`config.mk`:
```
export PLATFORM = sky130hd
export DESIGN_NAME = midpoint_line_rasterizer
export DESIGN_NICKNAME = d
export VERILOG_FILES = /design/src/hdl/mlr_pkg.sv /design/src/hdl/mlr_out_fifo.sv /design/src/hdl/midpoint_line_rasterizer.sv
export SDC_FILE = /design/constraint.sdc
export NUM_CORES = 1
export LEC_CHECK = 0
export ABC_AREA = 0
export BUFFER_PORTS_ARGS = -buffer_cell sky130_fd_sc_hd__buf_4
export CORE_ASPECT_RATIO = 1.5
export CORE_MARGIN = 5
export CORE_UTILIZATION = 30
export CTS_CLUSTER_SIZE = 16
export DETAILED_ROUTE_END_ITERATION = 6
export PLACE_DENSITY = 0.42
export SYNTH_ARGS = -nofsm -noshare
export SYNTH_HDL_FRONTEND = slang
export SYNTH_SLANG_ARGS = --single-unit
```
`constraint.sdc`:
```
create_clock -name clk_i -period 12.7 [get_ports clk_i]
set_clock_uncertainty 0.15 [all_clocks]
set_input_delay 1.905 -clock clk_i [delete_from_list [all_inputs] [get_ports clk_i]]
set_output_delay 1.905 -clock clk_i [all_outputs]
set_load 0.1 [all_outputs]
```
`src/hdl/mlr_pkg.sv`:
```
`default_nettype none

package mlr_pkg;

  localparam int unsigned CoordBits   = 12;
  localparam int unsigned PosBits     = CoordBits + 1;
  localparam int unsigned DecBits     = CoordBits + 3;
  localparam int unsigned InDataBits  = 4 * CoordBits;
  localparam int unsigned OutDataBits = 2 * CoordBits;

  // output queue sizing, depth must stay a power of two
  localparam int unsigned FifoDepth   = 4;
  localparam int unsigned FifoPtrBits = $clog2(FifoDepth);
  localparam int unsigned FifoCntBits = FifoPtrBits + 1;

  typedef enum logic {
    ACT_LOAD = 1'b0,
    ACT_STEP = 1'b1
  } action_e;

  typedef struct packed {
    logic                        last;
    logic signed [CoordBits-1:0] y;
    logic signed [CoordBits-1:0] x;
  } pixel_t;

  // push_b is only ever set together with push_a
  typedef struct packed {
    logic push_a;
    logic push_b;
  } push_t;

endpackage

`default_nettype wire

```
`src/hdl/mlr_out_fifo.sv`:
```
`default_nettype none

module mlr_out_fifo (
  input  wire logic            clk_i,
  input  wire logic            rst_ni,
  input  wire mlr_pkg::push_t  push_i,
  input  wire mlr_pkg::pixel_t data_a_i,
  input  wire mlr_pkg::pixel_t data_b_i,
  output logic                 room_o,
  output logic                 valid_o,
  input  wire logic            ready_i,
  output mlr_pkg::pixel_t      data_o
);

  mlr_pkg::pixel_t mem_q [mlr_pkg::FifoDepth];

  logic [mlr_pkg::FifoPtrBits-1:0] wr_ptr_q, wr_ptr_d, wr_ptr_b;
  logic [mlr_pkg::FifoPtrBits-1:0] rd_ptr_q, rd_ptr_d;
  logic [mlr_pkg::FifoCntBits-1:0] count_q, count_d, n_push;
  logic                            pop;

  assign wr_ptr_b = wr_ptr_q + mlr_pkg::FifoPtrBits'(1);
  assign n_push   = mlr_pkg::FifoCntBits'(push_i.push_a) + mlr_pkg::FifoCntBits'(push_i.push_b);
  assign valid_o  = (count_q != '0);
  assign pop      = valid_o && ready_i;
  assign room_o   = (count_q <= mlr_pkg::FifoCntBits'(mlr_pkg::FifoDepth - 2));
  assign data_o   = mem_q[rd_ptr_q];

  assign wr_ptr_d = wr_ptr_q + n_push[mlr_pkg::FifoPtrBits-1:0];
  assign rd_ptr_d = rd_ptr_q + mlr_pkg::FifoPtrBits'(pop);
  assign count_d  = count_q + n_push - mlr_pkg::FifoCntBits'(pop);

  always_ff @(posedge clk_i) begin
    if (push_i.push_a) begin
      mem_q[wr_ptr_q] <= data_a_i;
    end
    if (push_i.push_b) begin
      mem_q[wr_ptr_b] <= data_b_i;
    end
  end

  always_ff @(posedge clk_i or negedge rst_ni) begin
    if (!rst_ni) begin
      wr_ptr_q <= '0;
      rd_ptr_q <= '0;
      count_q  <= '0;
    end else begin
      wr_ptr_q <= wr_ptr_d;
      rd_ptr_q <= rd_ptr_d;
      count_q  <= count_d;
    end
  end

endmodule

`default_nettype wire

```
`src/hdl/midpoint_line_rasterizer.sv`:
```
// flow: an item is registered on acceptance, then processed into the output queue
// once the queue has room for both pixels of a load; pixels leave from the queue
// throughput: one step item per cycle while the output queue has room; a load item
// pushes two pixels through the single output port, so back-to-back loads fill the queue and stall the input
// reset: rst_ni clears line state, input register and output queue (no pixels pending)
`default_nettype none

module midpoint_line_rasterizer (
  input  wire logic                            clk_i,
  input  wire logic                            rst_ni,
  // slave side: one item per handshake
  input  wire logic                            s_axis_tvalid_i,
  output logic                                 s_axis_tready_o,
  // tdata: start_x [11:0], start_y [23:12], end_x [35:24], end_y [47:36]
  input  wire logic [mlr_pkg::InDataBits-1:0]  s_axis_tdata_i,
  // tuser: action [0]
  input  wire logic                            s_axis_tuser_i,
  // master side: one pixel per handshake
  output logic                                 m_axis_tvalid_o,
  input  wire logic                            m_axis_tready_i,
  // tdata: pixel_x [11:0], pixel_y [23:12]
  output logic [mlr_pkg::OutDataBits-1:0]      m_axis_tdata_o,
  // tlast: last pixel of the line
  output logic                                 m_axis_tlast_o
);

  localparam int unsigned CB = mlr_pkg::CoordBits;
  localparam int unsigned PB = mlr_pkg::PosBits;
  localparam int unsigned DB = mlr_pkg::DecBits;

  // ---------------------------------------------------------------------------
  // input register
  // ---------------------------------------------------------------------------
  logic                  in_valid_q;
  mlr_pkg::action_e      act_q;
  logic signed [CB-1:0]  sx_q, sy_q, ex_q, ey_q;
  logic                  room;
  logic                  process;
  logic                  in_acc;

  // an item is worked off once the queue can take both pixels of a load
  assign process         = in_valid_q && room;
  assign s_axis_tready_o = !in_valid_q || process;
  assign in_acc          = s_axis_tvalid_i && s_axis_tready_o;

  always_ff @(posedge clk_i or negedge rst_ni) begin
    if (!rst_ni) begin
      in_valid_q <= 1'b0;
    end else if (s_axis_tready_o) begin
      in_valid_q <= s_axis_tvalid_i;
    end
  end

  always_ff @(posedge clk_i) begin
    if (in_acc) begin
      act_q <= mlr_pkg::action_e'(s_axis_tuser_i);
      sx_q  <= s_axis_tdata_i[CB-1:0];
      sy_q  <= s_axis_tdata_i[2*CB-1:CB];
      ex_q  <= s_axis_tdata_i[3*CB-1:2*CB];
      ey_q  <= s_axis_tdata_i[4*CB-1:3*CB];
    end
  end

  // ---------------------------------------------------------------------------
  // line state, kept in first-octant (folded) coordinates
  // ---------------------------------------------------------------------------
  logic                 active_q, active_d;
  logic                 swap_q, swap_d;
  logic                 neg_x_q, neg_x_d;
  logic                 neg_y_q, neg_y_d;
  logic signed [PB-1:0] maj_pos_q, maj_pos_d;
  logic signed [PB-1:0] min_pos_q, min_pos_d;
  logic signed [PB-1:0] maj_end_q, maj_end_d;
  logic signed [PB-1:0] min_dlt_q, min_dlt_d;
  logic signed [PB-1:0] nmaj_dlt_q, nmaj_dlt_d;
  logic signed [DB-1:0] dec_q, dec_d;

  // ---------------------------------------------------------------------------
  // load: fold the endpoints into the first octant
  // ---------------------------------------------------------------------------
  logic signed [PB-1:0] sx_w, sy_w, ex_w, ey_w;
  logic signed [PB-1:0] dx, dy, adx, ady;
  logic                 l_swap, l_neg_x, l_neg_y;
  logic signed [PB-1:0] fx1, fy1, fx2, fy2;
  logic signed [PB-1:0] l_maj_pos, l_min_pos, l_maj_end, l_min_end;
  logic signed [PB-1:0] l_min_dlt, l_nmaj_dlt;
  logic signed [DB-1:0] l_twice, l_dec;
  logic                 l_single;

  assign sx_w = PB'(sx_q);
  assign sy_w = PB'(sy_q);
  assign ex_w = PB'(ex_q);
  assign ey_w = PB'(ey_q);

  assign dx  = ex_w - sx_w;
  assign dy  = ey_w - sy_w;
  assign adx = dx[PB-1] ? -dx : dx;
  assign ady = dy[PB-1] ? -dy : dy;

  // steep lines swap axes so x stays the major axis
  assign l_swap  = adx < ady;
  assign l_neg_x = ex_w < sx_w;
  assign l_neg_y = ey_w < sy_w;

  assign fx1 = l_neg_x ? -sx_w : sx_w;
  assign fx2 = l_neg_x ? -ex_w : ex_w;
  assign fy1 = l_neg_y ? -sy_w : sy_w;
  assign fy2 = l_neg_y ? -ey_w : ey_w;

  assign l_maj_pos = l_swap ? fy1 : fx1;
  assign l_min_pos = l_swap ? fx1 : fy1;
  assign l_maj_end = l_swap ? fy2 : fx2;
  assign l_min_end = l_swap ? fx2 : fy2;

  // folding leaves the minor extent non-negative; the major extent is kept negated
  assign l_min_dlt  = l_min_end - l_min_pos;
  assign l_nmaj_dlt = l_maj_pos - l_maj_end;

  // (2*minor - major) / 2, rounded toward zero: bias negatives up by one
  assign l_twice = (DB'(l_min_dlt) <<< 1) + DB'(l_nmaj_dlt);
  assign l_dec   = (l_twice + $signed(DB'(l_twice[DB-1]))) >>> 1;

  assign l_single = !(l_maj_pos < l_maj_end);

  // ---------------------------------------------------------------------------
  // step: one midpoint iteration
  // ---------------------------------------------------------------------------
  logic                 s_diag;
  logic signed [PB-1:0] s_maj_pos, s_min_pos;
  logic signed [DB-1:0] s_dec;
  logic                 s_done;
  logic signed [PB-1:0] ux, uy;

  // a positive decision also steps the minor axis
  assign s_diag    = dec_q > DB'(0);
  assign s_maj_pos = maj_pos_q + PB'(1);
  assign s_min_pos = s_diag ? min_pos_q + PB'(1) : min_pos_q;
  assign s_dec     = dec_q + DB'(min_dlt_q) + (s_diag ? DB'(nmaj_dlt_q) : DB'(0));
  assign s_done    = !(s_maj_pos < maj_end_q);

  // unfold back to screen space
  always_comb begin
    ux = swap_q ? s_min_pos : s_maj_pos;
    uy = swap_q ? s_maj_pos : s_min_pos;
    if (neg_x_q) begin
      ux = -ux;
    end
    if (neg_y_q) begin
      uy = -uy;
    end
  end

  // ---------------------------------------------------------------------------
  // next state and pixel pushes
  // ---------------------------------------------------------------------------
  mlr_pkg::push_t  push;
  mlr_pkg::pixel_t pix_a, pix_b;

  always_comb begin
    active_d   = active_q;
    swap_d     = swap_q;
    neg_x_d    = neg_x_q;
    neg_y_d    = neg_y_q;
    maj_pos_d  = maj_pos_q;
    min_pos_d  = min_pos_q;
    maj_end_d  = maj_end_q;
    min_dlt_d  = min_dlt_q;
    nmaj_dlt_d = nmaj_dlt_q;
    dec_d      = dec_q;
    push       = '0;

    // start pixel then end pixel for a load, the stepped pixel otherwise
    pix_a.x    = (act_q == mlr_pkg::ACT_LOAD) ? sx_q : ux[CB-1:0];
    pix_a.y    = (act_q == mlr_pkg::ACT_LOAD) ? sy_q : uy[CB-1:0];
    pix_a.last = (act_q == mlr_pkg::ACT_LOAD) ? 1'b0 : s_done;
    pix_b.x    = ex_q;
    pix_b.y    = ey_q;
    pix_b.last = l_single;

    if (process) begin
      case (act_q)
        mlr_pkg::ACT_LOAD: begin
          active_d    = !l_single;
          swap_d      = l_swap;
          neg_x_d     = l_neg_x;
          neg_y_d     = l_neg_y;
          maj_pos_d   = l_maj_pos;
          min_pos_d   = l_min_pos;
          maj_end_d   = l_maj_end;
          min_dlt_d   = l_min_dlt;
          nmaj_dlt_d  = l_nmaj_dlt;
          dec_d       = l_dec;
          push.push_a = 1'b1;
          push.push_b = 1'b1;
        end
        mlr_pkg::ACT_STEP: begin
          // a step with no line in flight is dropped
          if (active_q) begin
            active_d    = !s_done;
            maj_pos_d   = s_maj_pos;
            min_pos_d   = s_min_pos;
            dec_d       = s_dec;
            push.push_a = 1'b1;
          end
        end
        default: begin
          push = '0;
        end
      endcase
    end
  end

  always_ff @(posedge clk_i or negedge rst_ni) begin
    if (!rst_ni) begin
      active_q   <= 1'b0;
      swap_q     <= 1'b0;
      neg_x_q    <= 1'b0;
      neg_y_q    <= 1'b0;
      maj_pos_q  <= '0;
      min_pos_q  <= '0;
      maj_end_q  <= '0;
      min_dlt_q  <= '0;
      nmaj_dlt_q <= '0;
      dec_q      <= '0;
    end else begin
      active_q   <= active_d;
      swap_q     <= swap_d;
      neg_x_q    <= neg_x_d;
      neg_y_q    <= neg_y_d;
      maj_pos_q  <= maj_pos_d;
      min_pos_q  <= min_pos_d;
      maj_end_q  <= maj_end_d;
      min_dlt_q  <= min_dlt_d;
      nmaj_dlt_q <= nmaj_dlt_d;
      dec_q      <= dec_d;
    end
  end

  // ---------------------------------------------------------------------------
  // output queue, decouples the two-pixel load burst from the master side
  // ---------------------------------------------------------------------------
  mlr_pkg::pixel_t out_pix;

  mlr_out_fifo u_out_fifo (
    .clk_i    (clk_i),
    .rst_ni   (rst_ni),
    .push_i   (push),
    .data_a_i (pix_a),
    .data_b_i (pix_b),
    .room_o   (room),
    .valid_o  (m_axis_tvalid_o),
    .ready_i  (m_axis_tready_i),
    .data_o   (out_pix)
  );

  assign m_axis_tdata_o = {out_pix.y, out_pix.x};
  assign m_axis_tlast_o = out_pix.last;

endmodule

`default_nettype wire

```
# Yosys cells after proc, flatten, opt, wreduce, memory -nomap -nowiden
# Memory sizes are Yosys's and may differ from the RTL's.
# Cells that the tools add are included.
# op_classes
eq_ne	1
n_mux	35
bitwise_logic	1
add_sub_neg	24
reduce_logical	10
magnitude_cmp	7
# op_table
op	count
$mux W13	13
$mux W12	6
$neg A12 Y13	4
$pmux W13 S2	2
$lt A13 B13 Y1	3
$mux W15	2
$pmux W15 S2	1
$add A13 B2 Y13 const B	2
$neg A13 Y13	2
$sub A12 B12 Y13	2
$sub A13 B13 Y13	2
$lt A12 B12 Y1	2
$neg A12 Y12	2
$add A14 B13 Y15	1
$add A15 B13 Y15	1
$add A15 B15 Y15	1
$add A15 B2 Y15	1
$gt A15 B1 Y1 const B	1
$mux W1	8
$pmux W1 S2	2
$reduce_and A2 Y1	2
$add A3 B3 Y3	1
$le A3 B2 Y1 const B	1
$logic_and A1 B1 Y1	3
11 further kinds	13
# word_totals
word_cells	98
ramBits	100
input_bits	53
output_inout_bits	27
reg_bits	141
mem_count	1
# memory_table
memory	depth	word_bits	rd	rd_ports_with_merged_regs	wr	line	text
u_out_fifo.mem_q	4	25	1	0	2	mlr_out_fifo.sv:15	mlr_pkg::pixel_t mem_q [mlr_pkg::FifoDepth];

# Longest topological paths before layout
# Gate-level depths: netlist (run 1).
# depth
ltp_word	9
depth_mapped	55
ltp_nobuf	52

# Cells and area by module
# Synthesis (run 1) repeated with hierarchy kept, for this count alone.
# hier_totals
hier_cells	1940
hier_area_um2	18826.8
# by_module_without_submodules
module	instances	cells_per_inst	area_per_inst_um2	seq_area_each_um2
midpoint_line_rasterizer	1	1660	13590.5	3573.4
mlr_out_fifo	1	280	5236.3	3178.0

# Least setup slack after synthesis (run 1)
# No wires, ideal clock.
# synth_path
kind	reg2reg
start	register ey_q[0]
end	register dec_q[11]
required_time_ns	12.431
setup_ns	0.119
arrival_ns	9.756
synth_period_minus_slack_ns	10.024
setup_slack_ns	2.676
stages_incl_launch_ff	50
path_buffers	3
path_cell_list	edfxtp_1 inv_1 ha_1 fa_1 nor2b_1 o21ai_0 nand2b_1 nand2_1 nand2_1 a21o_1 a21o_1 a21o_1 a21o_1 a21o_1 nand2_1 nand3b_1 mux2_2 or4_1 [... 14 more ...] a21oi_1 o21a_1 o21a_1 o211a_1 or3_1 and2_1 ha_1 nor3b_1 a21boi_0 a211oi_4 nor2_1 ha_1 and4b_1 nand2_1 nor4_1 xnor2_1 o21ai_1 o21a_1
# synth_between
elab_chain_len	9
# synth_lines
item	line	text
from (decl)	midpoint_line_rasterizer.sv:36	logic signed [CB-1:0] sx_q, sy_q, ex_q, ey_q;
from (signal assigned)	midpoint_line_rasterizer.sv:60	ey_q <= s_axis_tdata_i[4*CB-1:3*CB];
$sub A12 B12 Y13	midpoint_line_rasterizer.sv:96	assign dy = ey_w - sy_w;
$neg A13 Y13	midpoint_line_rasterizer.sv:98	assign ady = dy[PB-1] ? -dy : dy;
$mux W13	midpoint_line_rasterizer.sv:98	
$lt A13 B13 Y1	midpoint_line_rasterizer.sv:101	assign l_swap = adx < ady;
$mux W13 (on tied branches)	midpoint_line_rasterizer.sv:113, midpoint_line_rasterizer.sv:111	
$sub A13 B13 Y13 (*)	midpoint_line_rasterizer.sv:116	assign l_min_dlt = l_min_end - l_min_pos;
net l_min_dlt[11]	midpoint_line_rasterizer.sv:86	logic signed [PB-1:0] l_min_dlt, l_nmaj_dlt;
$add A14 B13 Y15 (*)	midpoint_line_rasterizer.sv:120	assign l_twice = (DB'(l_min_dlt) <<< 1) + DB'(l_nmaj_dlt);
$add A15 B2 Y15 (*)	midpoint_line_rasterizer.sv:121	assign l_dec = (l_twice + $signed(DB'(l_twice[DB-1]))) >>> 1;
$pmux W15 S2 (*)	midpoint_line_rasterizer.sv:181	case (act_q)
to (signal assigned)	midpoint_line_rasterizer.sv:224	dec_q <= '0;
to (signal assigned)	midpoint_line_rasterizer.sv:235	dec_q <= dec_d;
to (decl)	midpoint_line_rasterizer.sv:76	logic signed [DB-1:0] dec_q, dec_d;
# Mark *: on every way through the listed nets, which the timed path passes. The rest lies on a longest branch.
# A chain may end at the register's enable or synchronous reset.

# Final worst setup path (run 1)
# Ends and elaborated chain as after synthesis.

==> results of run 1 <==
==> critical path: cells and delay by family, from the launching register on <==
| family | cells | cell delay [ns] |
|---|---|---|
| and+or+nand+nor | 17 | 3.29 |
| buffers and inverters | 2 | 0.30 |
| DFF | 1 | 0.44 |
| AOI/OAI and AO/OA | 22 | 4.05 |
| muxes | 1 | 0.31 |
| xor gates and xnor gates | 2 | 0.29 |
| adders and majority gates | 7 | 2.02 |
==> final timing paths <==
kind	startpoint	cells after the start	endpoint	slack, ns
max in group asynchronous	rst_ni	2	u_out_fifo.rd_ptr_q[0]$_DFF_PN0_	9.92
setup / recovery	ey_q[0]$_DFFE_PP_	51	dec_q[11]$_DFFE_PN0P_	1.71
hold reg to reg	nmaj_dlt_q[5]$_DFFE_PN0P_	2	nmaj_dlt_q[5]$_DFFE_PN0P_	0.32
min in group asynchronous	rst_ni	1	nmaj_dlt_q[10]$_DFFE_PN0P_	1.14
setup reg to reg	ey_q[0]$_DFFE_PP_	51	dec_q[11]$_DFFE_PN0P_	1.71
hold / removal	nmaj_dlt_q[5]$_DFFE_PN0P_	2	nmaj_dlt_q[5]$_DFFE_PN0P_	0.32
==> routing by layer <==
layer  track usage (%)  share of wire [%]  vias to the layer above
met5                 0                  0                        -
met4              9.82                5.9                        0
met3              1.75                3.0                      130
met2              37.7                 53                      339
met1              21.7                 38                     7181
li1                  -                  -                     7044
==> metrics by stage <==
step                setup slack [ns]  instance area, sq um  utilization [%]
floorplan                       2.68                 18600                -
global placement                1.82                 20000             32.7
detailed placement              1.74                 20000             32.7
CTS                             1.70                 21000             34.3
global route                   0.639                 21000             34.3
finish                          1.71                 21000             34.3
==> sequential cells by signal, indices dropped and copies added (netlist names), 13 cells and up <==
signal and flops:
u_out_fifo.mem_q 100, dec_q 15, maj_end_q 13, maj_pos_q 13, min_dlt_q 13, nmaj_dlt_q 13
==> layout make-up <==
type	count	area share (%)
inverters	96	1.72
flip-flops and latches	240	32.1
multi-input cells	1513	53.2
clock buffers	42	3.88
clock inverters	14	0.822
repair buffers	99	3.54
well taps	791	4.71
==> kinds of logic after synthesis <==
| group | count (synthesis) | synth area share, % |
|---|---|---|
| fa+ha+maj | 135 | 9.89 |
| flops | 240 | 36.3 |
| buf+inv | 186 | 3.84 |
| xor+xnor | 189 | 9.03 |
| mux | 168 | 11.4 |
| compound gates | 434 | 14.7 |
| simple gates | 587 | 14.8 |
==> cells in the final DEF, fill, tap and decap left out, types with 9 or more instances in the layout <==
master       n
nand2_1    263
xnor2_1    114
nand2b_1    16
fa_1        20
and3_1      16
o22ai_1     10
nor4_1       9
nor2_1     115
o31ai_1     16
clkbuf_16   30
clkbuf_1    10
o21bai_1    14
nor3_1      19
inv_1       94
dfrtp_1     90
mux2i_1     45
a21oi_1    122
and2_1      23
nand4_1     11
buf_4       99
o21ai_0    125
xor2_1      73
mux2_2      97
nor3b_1      9
mux4_2      25
nor2b_1     17
or3_1       12
ha_1       114
nand3_1     31
edfxtp_1   149
a21o_1      37
o21a_1      16
==> results.yml, run 1 <==
yosys:
  netlist.top_cell.by_area: "edfxtp_1"
  ys_seq_elements: 240
  yosysWarnings: 0
  async_reset_ff_share_pct: 37.9
  synth_area_leaders: "edfxtp_1 (24%), dfrtp_1 (12%), ha_1 (7.7%)"
  yosysSeqAreaShare_pct: 36.3
  synth_edf_count: 149
  yosysMostFrequentCell: "nand2_1"
  ys_types: 85
  synth.cell_area_sq_mm: 0.0186
  synth_common_cells: "nand2_1 (265), edfxtp_1 (149), o21ai_0 (125), a21oi_1 (122), nor2_1 (117)"
  synth_top_area_share_pct: 24.1
  netlist_instances: 1939
  synth_area_per_cell_sq_um: 9.59
  ys.flop_type: "edfxtp_1"
  synth_nets: 2126
critical_path:
  cp.arrival_ns: 11.31
  cp_slowest_stage_delay_ns: 0.55
  cp_common_cell: "a21oi_1"
  crit_slowest_cell: "or4_1"
  cp-end-kind: "register"
  required_ns: 13.02
  cp-start-kind: "register"
  path_class: "reg2reg"
  worstPathMaxFanout: 21
routing:
  drtIter0Drc: 940
  drc: 7
  drt-total-wl_um: 68000
  viasPerCell: 5.26
  post_drt_wl_per_cell_um: 24.3
  first_pass_iters: 7
  drtAntennaViolNets: 0
  num_vias: 14694
min_path:
  hold_class: "reg2reg"
cells_and_area:
  seqCellArea_sq_mm: 0.00675
  diodes: 0
  nNetsFinal: 2167
  drive_above_1_share_pct: 15.2
  finalNonFillerCells: 2795
  multi_input_area_sq_mm: 0.0112
  area_delta_synth_final_pct: 13.0
  fill_cells: 6246
timing:
  period_share_pct: 86.5
  rsz0062_at_grt: "false"
  slew_headroom_pct: 25.0
  worst_pin_slew_ns: 1.12
  hold_viol: 0
  drv_slew: 0
  fin_tns_setup_ns: 0
  finalCriticalPeriod_ns: 10.99
  setup_viol: 0
  fmax_mhz: 91.0
  holdWs_ns: 0.321
floorplan:
  die_y_um: 315
  ios: 80
  initial_core_util_pct: 30.4
  row_count: 111
  die_area_sq_mm: 0.0671
  core_area_sq_mm: 0.0612
  die_width_um: 213
cts:
  cts.sinks: 240
  path_clk_slew_ns: 0.06
  cts_tree: "yes"
  htree_levels: 1
  holdBufCountCts: 0
  cts_buffers: 30
  insertion_delay_ns: 0.59
  cts_setup_buffers: 0
  cts_buffer_depth: 3
  cts_resized: 0
  cts_root_buf: "clkbuf_16"
run_status:
  violations: "design-rule violations"
  status: "complete, but fails checks"
placement:
  dpl.cell_count: 2739
  io_buffer_count: 79
  gp_congestion: 0.926
  dp_hpwl_um: 52400
job:
  cap_violations: 0
global_routing:
  grt_pass1_vias: 15320
  grt_pass1_wl_um: 99600
  grt_max_degree: 66
  overflow: 0
  antenna_found_initial: 0
  track_usage_pct: 19.8
Power of run 1 is left out: the tool's default activity adds up to more than one toggle a clock period on the data nets, which glitch-free logic cannot reach.
==> inputs of run 2 (changes only) <==
CORE_UTILIZATION = 50   (was 30)
PLACE_DENSITY = 0.64   (was 0.42)
REMOVE_ABC_BUFFERS = 1   (was not set)
==> run 2 against run 1 <==
The flow now finishes without violations. Worst setup slack got worse by 0.078 ns. Hold slack better by 0.00079 ns. Sequential share of layout area grew 0.90 points. Flip-flop and latch count is the same. Register-to-register slack got worse by 0.08 ns. Fmax down 0.70%. Largest cell class unchanged.
==> results.yml, run 2 (synthesis results as in run 1) <==
global_routing:
  grt_pass1_vias: 15183
  overflow: 0
  grt_pass1_wl_um: 84700
  track_usage_pct: 26.3
  antenna_found_initial: 0
  grt_max_degree: 66
critical_path:
  cp-start-kind: "register"
  cp-end-kind: "register"
  rr_endpoint: "dec_q[11]$_DFFE_PN0P_"
  reg2reg_slack_ns: 1.64
  required_ns: 12.99
  r2r-start: "ey_q[0]$_DFFE_PP_"
  cp_common_cell: "nand2_1"
  worstPathMaxFanout: 28
  crit_slowest_cell: "nor2_4"
  path_class: "reg2reg"
  reg2reg_depth: 50
  cp.arrival_ns: 11.35
  cp_slowest_stage_delay_ns: 0.60
  worstSetupStartpoint: "ey_q[0]$_DFFE_PP_"
cells_and_area:
  largest_register_ffs: 100
  drive_above_1_share_pct: 15.0
  mostFrequentLayoutCells: "nand2_1 (263), edfxtp_1 (149), o21ai_0 (125)"
  nNetsFinal: 2168
  reg_top3: "u_out_fifo.mem_q (100), dec_q (15)"
  diodes: 0
  area_delta_synth_final_pct: 9.92
  fill_cells: 3376
  regMostFlops: "u_out_fifo.mem_q"
  final_common_cell: "nand2_1"
  finalNonFillerCells: 2481
floorplan:
  initial_core_util_pct: 50.5
  die_width_um: 167
  ios: 80
  row_count: 86
  die_y_um: 246
  die_area_sq_mm: 0.0412
  core_area_sq_mm: 0.0368
timing:
  fmax_mhz: 90.4
  drv_slew: 0
  period_share_pct: 87.1
  finalCriticalPeriod_ns: 11.06
  rsz0062_at_grt: "false"
  fin_tns_setup_ns: 0
  setup_viol: 0
  slew_headroom_pct: 15.0
  worst_pin_slew_ns: 1.27
  hold_viol: 0
placement:
  gp_congestion: 0.948
  dpl.cell_count: 2438
  dp_hpwl_um: 41800
  io_buffer_count: 79
cts:
  cts_buffers: 25
  holdBufCountCts: 0
  cts_setup_buffers: 0
  cts_root_buf: "clkbuf_16"
  path_clk_slew_ns: 0.06
  cts.sinks: 240
  htree_levels: 1
  cts_tree: "yes"
  cts_resized: 0
  cts_buffer_depth: 3
  insertion_delay_ns: 0.55
routing:
  num_vias: 14643
  drc: 0
  drtAntennaViolNets: 0
  viasPerCell: 5.90
  drtIter0Drc: 1024
  first_pass_iters: 5
  drt-total-wl_um: 55300
  post_drt_wl_per_cell_um: 22.3
min_path:
  hold_class: "reg2reg"
  min_from: "nmaj_dlt_q[4]$_DFFE_PN0P_"
  holdPathEnd: "nmaj_dlt_q[4]$_DFFE_PN0P_"
  hold-path-cell-count: 2
run_status:
  status: "complete, no violations"
job:
  cap_violations: 0
==> run 2: critical path, delay by kind of cell (launching register included) <==
family	cells	cell delay, ns
buffers and inverters	2	0.60
xor gates and xnor gates	2	0.36
AOI/OAI and AO/OA	18	3.38
and+or+nand+nor	21	4.06
adders and majority gates	6	1.46
DFF	1	0.44
muxes	1	0.51
==> run 2: routing by layer <==
metal	share of wire [%]	vias to the layer above	track usage (%)	routed length, um
met2	54	398	51.5	29900
met1	38	7099	29.3	20900
li1	-	7039	-	-
met3	4.0	107	2.25	2240
met5	0	-	0	0
met4	4.0	0	9.48	2220
==> run 2: final cells by class <==
cell class / instances / area (sq um) / area share [%]
Clock inverter: 14 / 116 / 0.569
Inverter: 96 / 360 / 1.76
Timing Repair Buffer: 105 / 788 / 3.86
Clock buffer: 29 / 641 / 3.13
Sequential cell: 240 / 6750 / 33.1
Multi-Input combinational cell: 1513 / 11200 / 54.7
Tap cell: 484 / 606 / 2.96
==> run 2: stage by stage <==
stage                     instance area [sq um]  setup WS [ns]  utilization [%]  hold WS (ns)
after floorplan                           18200           1.58                -         0.287
after global placement                    19700           1.97             53.5         0.302
after detailed placement                  19700           1.72             53.5         0.308
after CTS                                 20400           1.71             55.5         0.324
after global routing                      20400          0.866             55.5         0.343
final                                     20400           1.64             55.5         0.322
==> run 2: how the worst max path moves through the flow <==
stage	endpoint	depth (start not counted)
after global placement	dec_q[11]$_DFFE_PN0P_	49
after floorplan	dec_q[11]$_DFFE_PN0P_	51
after global routing	dec_q[11]$_DFFE_PN0P_	50
final	dec_q[11]$_DFFE_PN0P_	50
after CTS	dec_q[11]$_DFFE_PN0P_	50
after detailed placement	dec_q[11]$_DFFE_PN0P_	50
Power of run 2 is left out for the same reason.
==> inputs of run 3 (changes only) <==
clock period = 14.1 ns   (was 12.7 ns; I/O delays follow)
==> run 3 against run 2 <==
Sequential share of layout area down 0.23 points. Cell area grew 0.70%. Global-route usage grew 0.62 points. Die area did not move. Critical endpoint unchanged. Highest routed layer unchanged. Worst setup slack improved by 1.2 ns. First-iteration DRC count is 2.5% lower. Hold slack worse by 0.0060 ns. Non-clock buffer count unchanged. Via count hardly changed. Utilization up 0.39 points.
==> results.yml, run 3 (synthesis results as in run 1) <==
critical_path:
  path_class: "reg2reg"
  cp_slowest_stage_delay_ns: 0.54
  r2r-start: "ey_q[0]$_DFFE_PP_"
  cp-start-kind: "register"
  worstSetupStartpoint: "ey_q[0]$_DFFE_PP_"
  cp_common_cell: "a21o_1"
  required_ns: 14.40
  cp.arrival_ns: 11.57
  crit_slowest_cell: "mux2i_1"
  cp-end-kind: "register"
  worstPathMaxFanout: 30
timing:
  slew_headroom_pct: 34.9
  worst_pin_slew_ns: 0.964
  setup_viol: 0
  period_share_pct: 79.9
  setup_ws_ns: 2.83
  drv_slew: 0
  finalCriticalPeriod_ns: 11.27
  fmax_mhz: 88.7
  rsz0062_at_grt: "false"
  hold_viol: 0
  fin_tns_setup_ns: 0
routing:
  drtIter0Drc: 998
  viasPerCell: 5.89
  num_vias: 14651
  drtAntennaViolNets: 0
  post_drt_wl_per_cell_um: 22.4
  drc: 0
  drt-total-wl_um: 55700
  first_pass_iters: 5
min_path:
  min_from: "nmaj_dlt_q[11]$_DFFE_PN0P_"
  hold_class: "reg2reg"
cells_and_area:
  largest_register_ffs: 100
  multi_input_area_sq_mm: 0.0112
  diodes: 0
  area_delta_synth_final_pct: 10.7
  final_common_cell: "nand2_1"
  drive_above_1_share_pct: 15.4
  regMostFlops: "u_out_fifo.mem_q"
  fin_util_pct: 55.9
  nNetsFinal: 2169
  mostFrequentLayoutCells: "nand2_1 (263), edfxtp_1 (149), o21ai_0 (125)"
  seqCellArea_sq_mm: 0.00675
  reg_top3: "u_out_fifo.mem_q (100), dec_q (15)"
  fill_cells: 3403
global_routing:
  overflow: 0
  antenna_found_initial: 0
  grt_pass1_wl_um: 86400
  grt_pass1_vias: 15122
  track_usage_pct: 26.9
  grt_max_degree: 69
cts:
  cts.sinks: 240
  cts_buffers: 26
  holdBufCountCts: 0
  cts_resized: 0
  cts_root_buf: "clkbuf_16"
  htree_levels: 1
  cts_setup_buffers: 0
  cts_buffer_depth: 3
  path_clk_slew_ns: 0.06
  insertion_delay_ns: 0.57
  cts_tree: "yes"
floorplan:
  die_y_um: 246
  initial_core_util_pct: 50.5
  die_area_sq_mm: 0.0412
  die_width_um: 167
  ios: 80
  core_area_sq_mm: 0.0368
  row_count: 86
run_status:
  status: "complete, no violations"
placement:
  gp_congestion: 0.910
  dpl_worst_slack_ns: 2.87
  dp_hpwl_um: 42100
  io_buffer_count: 79
job:
  cap_violations: 0
[run 3: cell count changes in the layout (fill, tap and decap cells not counted), moves of 2 or more]
cell,previous run,this run
clkinvlp_2,1,3
clkbuf_16,25,30
clkbuf_1,4,1
clkbuf_8,0,2
clkinv_4,2,0
[run 3: area by class of cell]
class	instances	share of cell area, %
Clock buffer	33	3.80
Sequential cell	240	32.8
Timing Repair Buffer	105	3.83
Inverter	96	1.75
Tap cell	484	2.94
Clock inverter	15	0.572
Multi-Input combinational cell	1513	54.3
[run 3: stage by stage]
| step | hold WS, ns | std cells | cell area, sq um |
|---|---|---|---|
| floorplan | 0.287 | 1849 | 18200 |
| global placement | 0.303 | 2438 | 19700 |
| detailed placement | 0.305 | 2438 | 19700 |
| CTS | 0.322 | 2486 | 20600 |
| global route | 0.352 | 2486 | 20600 |
| finish | 0.316 | 2486 | 20600 |
[run 3: worst max-delay path: cells and delay by family (launching register included)]
kind	cells	cell delay (ns)
buf+inv	3	0.67
flops	1	0.44
compound gates	22	3.85
fa+ha+maj	7	1.97
mux	1	0.54
xor+xnor	3	0.49
simple gates	17	2.99
[run 3: layer usage]
layer / part of all wire (%) / vias up / global-route usage (%) / wire length [um]
met5: 0 / - / 0 / 0
met4: 4.3 / 0 / 10.4 / 2390
met3: 3.4 / 107 / 2.26 / 1870
met2: 54 / 311 / 51.2 / 29900
met1: 39 / 7209 / 31.1 / 21500
li1: - / 7024 / - / -
[run 3: path summary, 6_finish.rpt]
kind                                                    end  slack, ns  depth (start not counted)
max                                   dec_q[11]$_DFFE_PN0P_       2.83                         53
min                              nmaj_dlt_q[11]$_DFFE_PN0P_       0.32                          2
max reg2reg                           dec_q[11]$_DFFE_PN0P_       2.83                         53
min reg2reg                      nmaj_dlt_q[11]$_DFFE_PN0P_       0.32                          2
max in group asynchronous  u_out_fifo.rd_ptr_q[1]$_DFF_PN0_      11.23                          2
min in group asynchronous              dec_q[0]$_DFFE_PN0P_       1.42                          1
Power of run 3 is left out for the same reason.
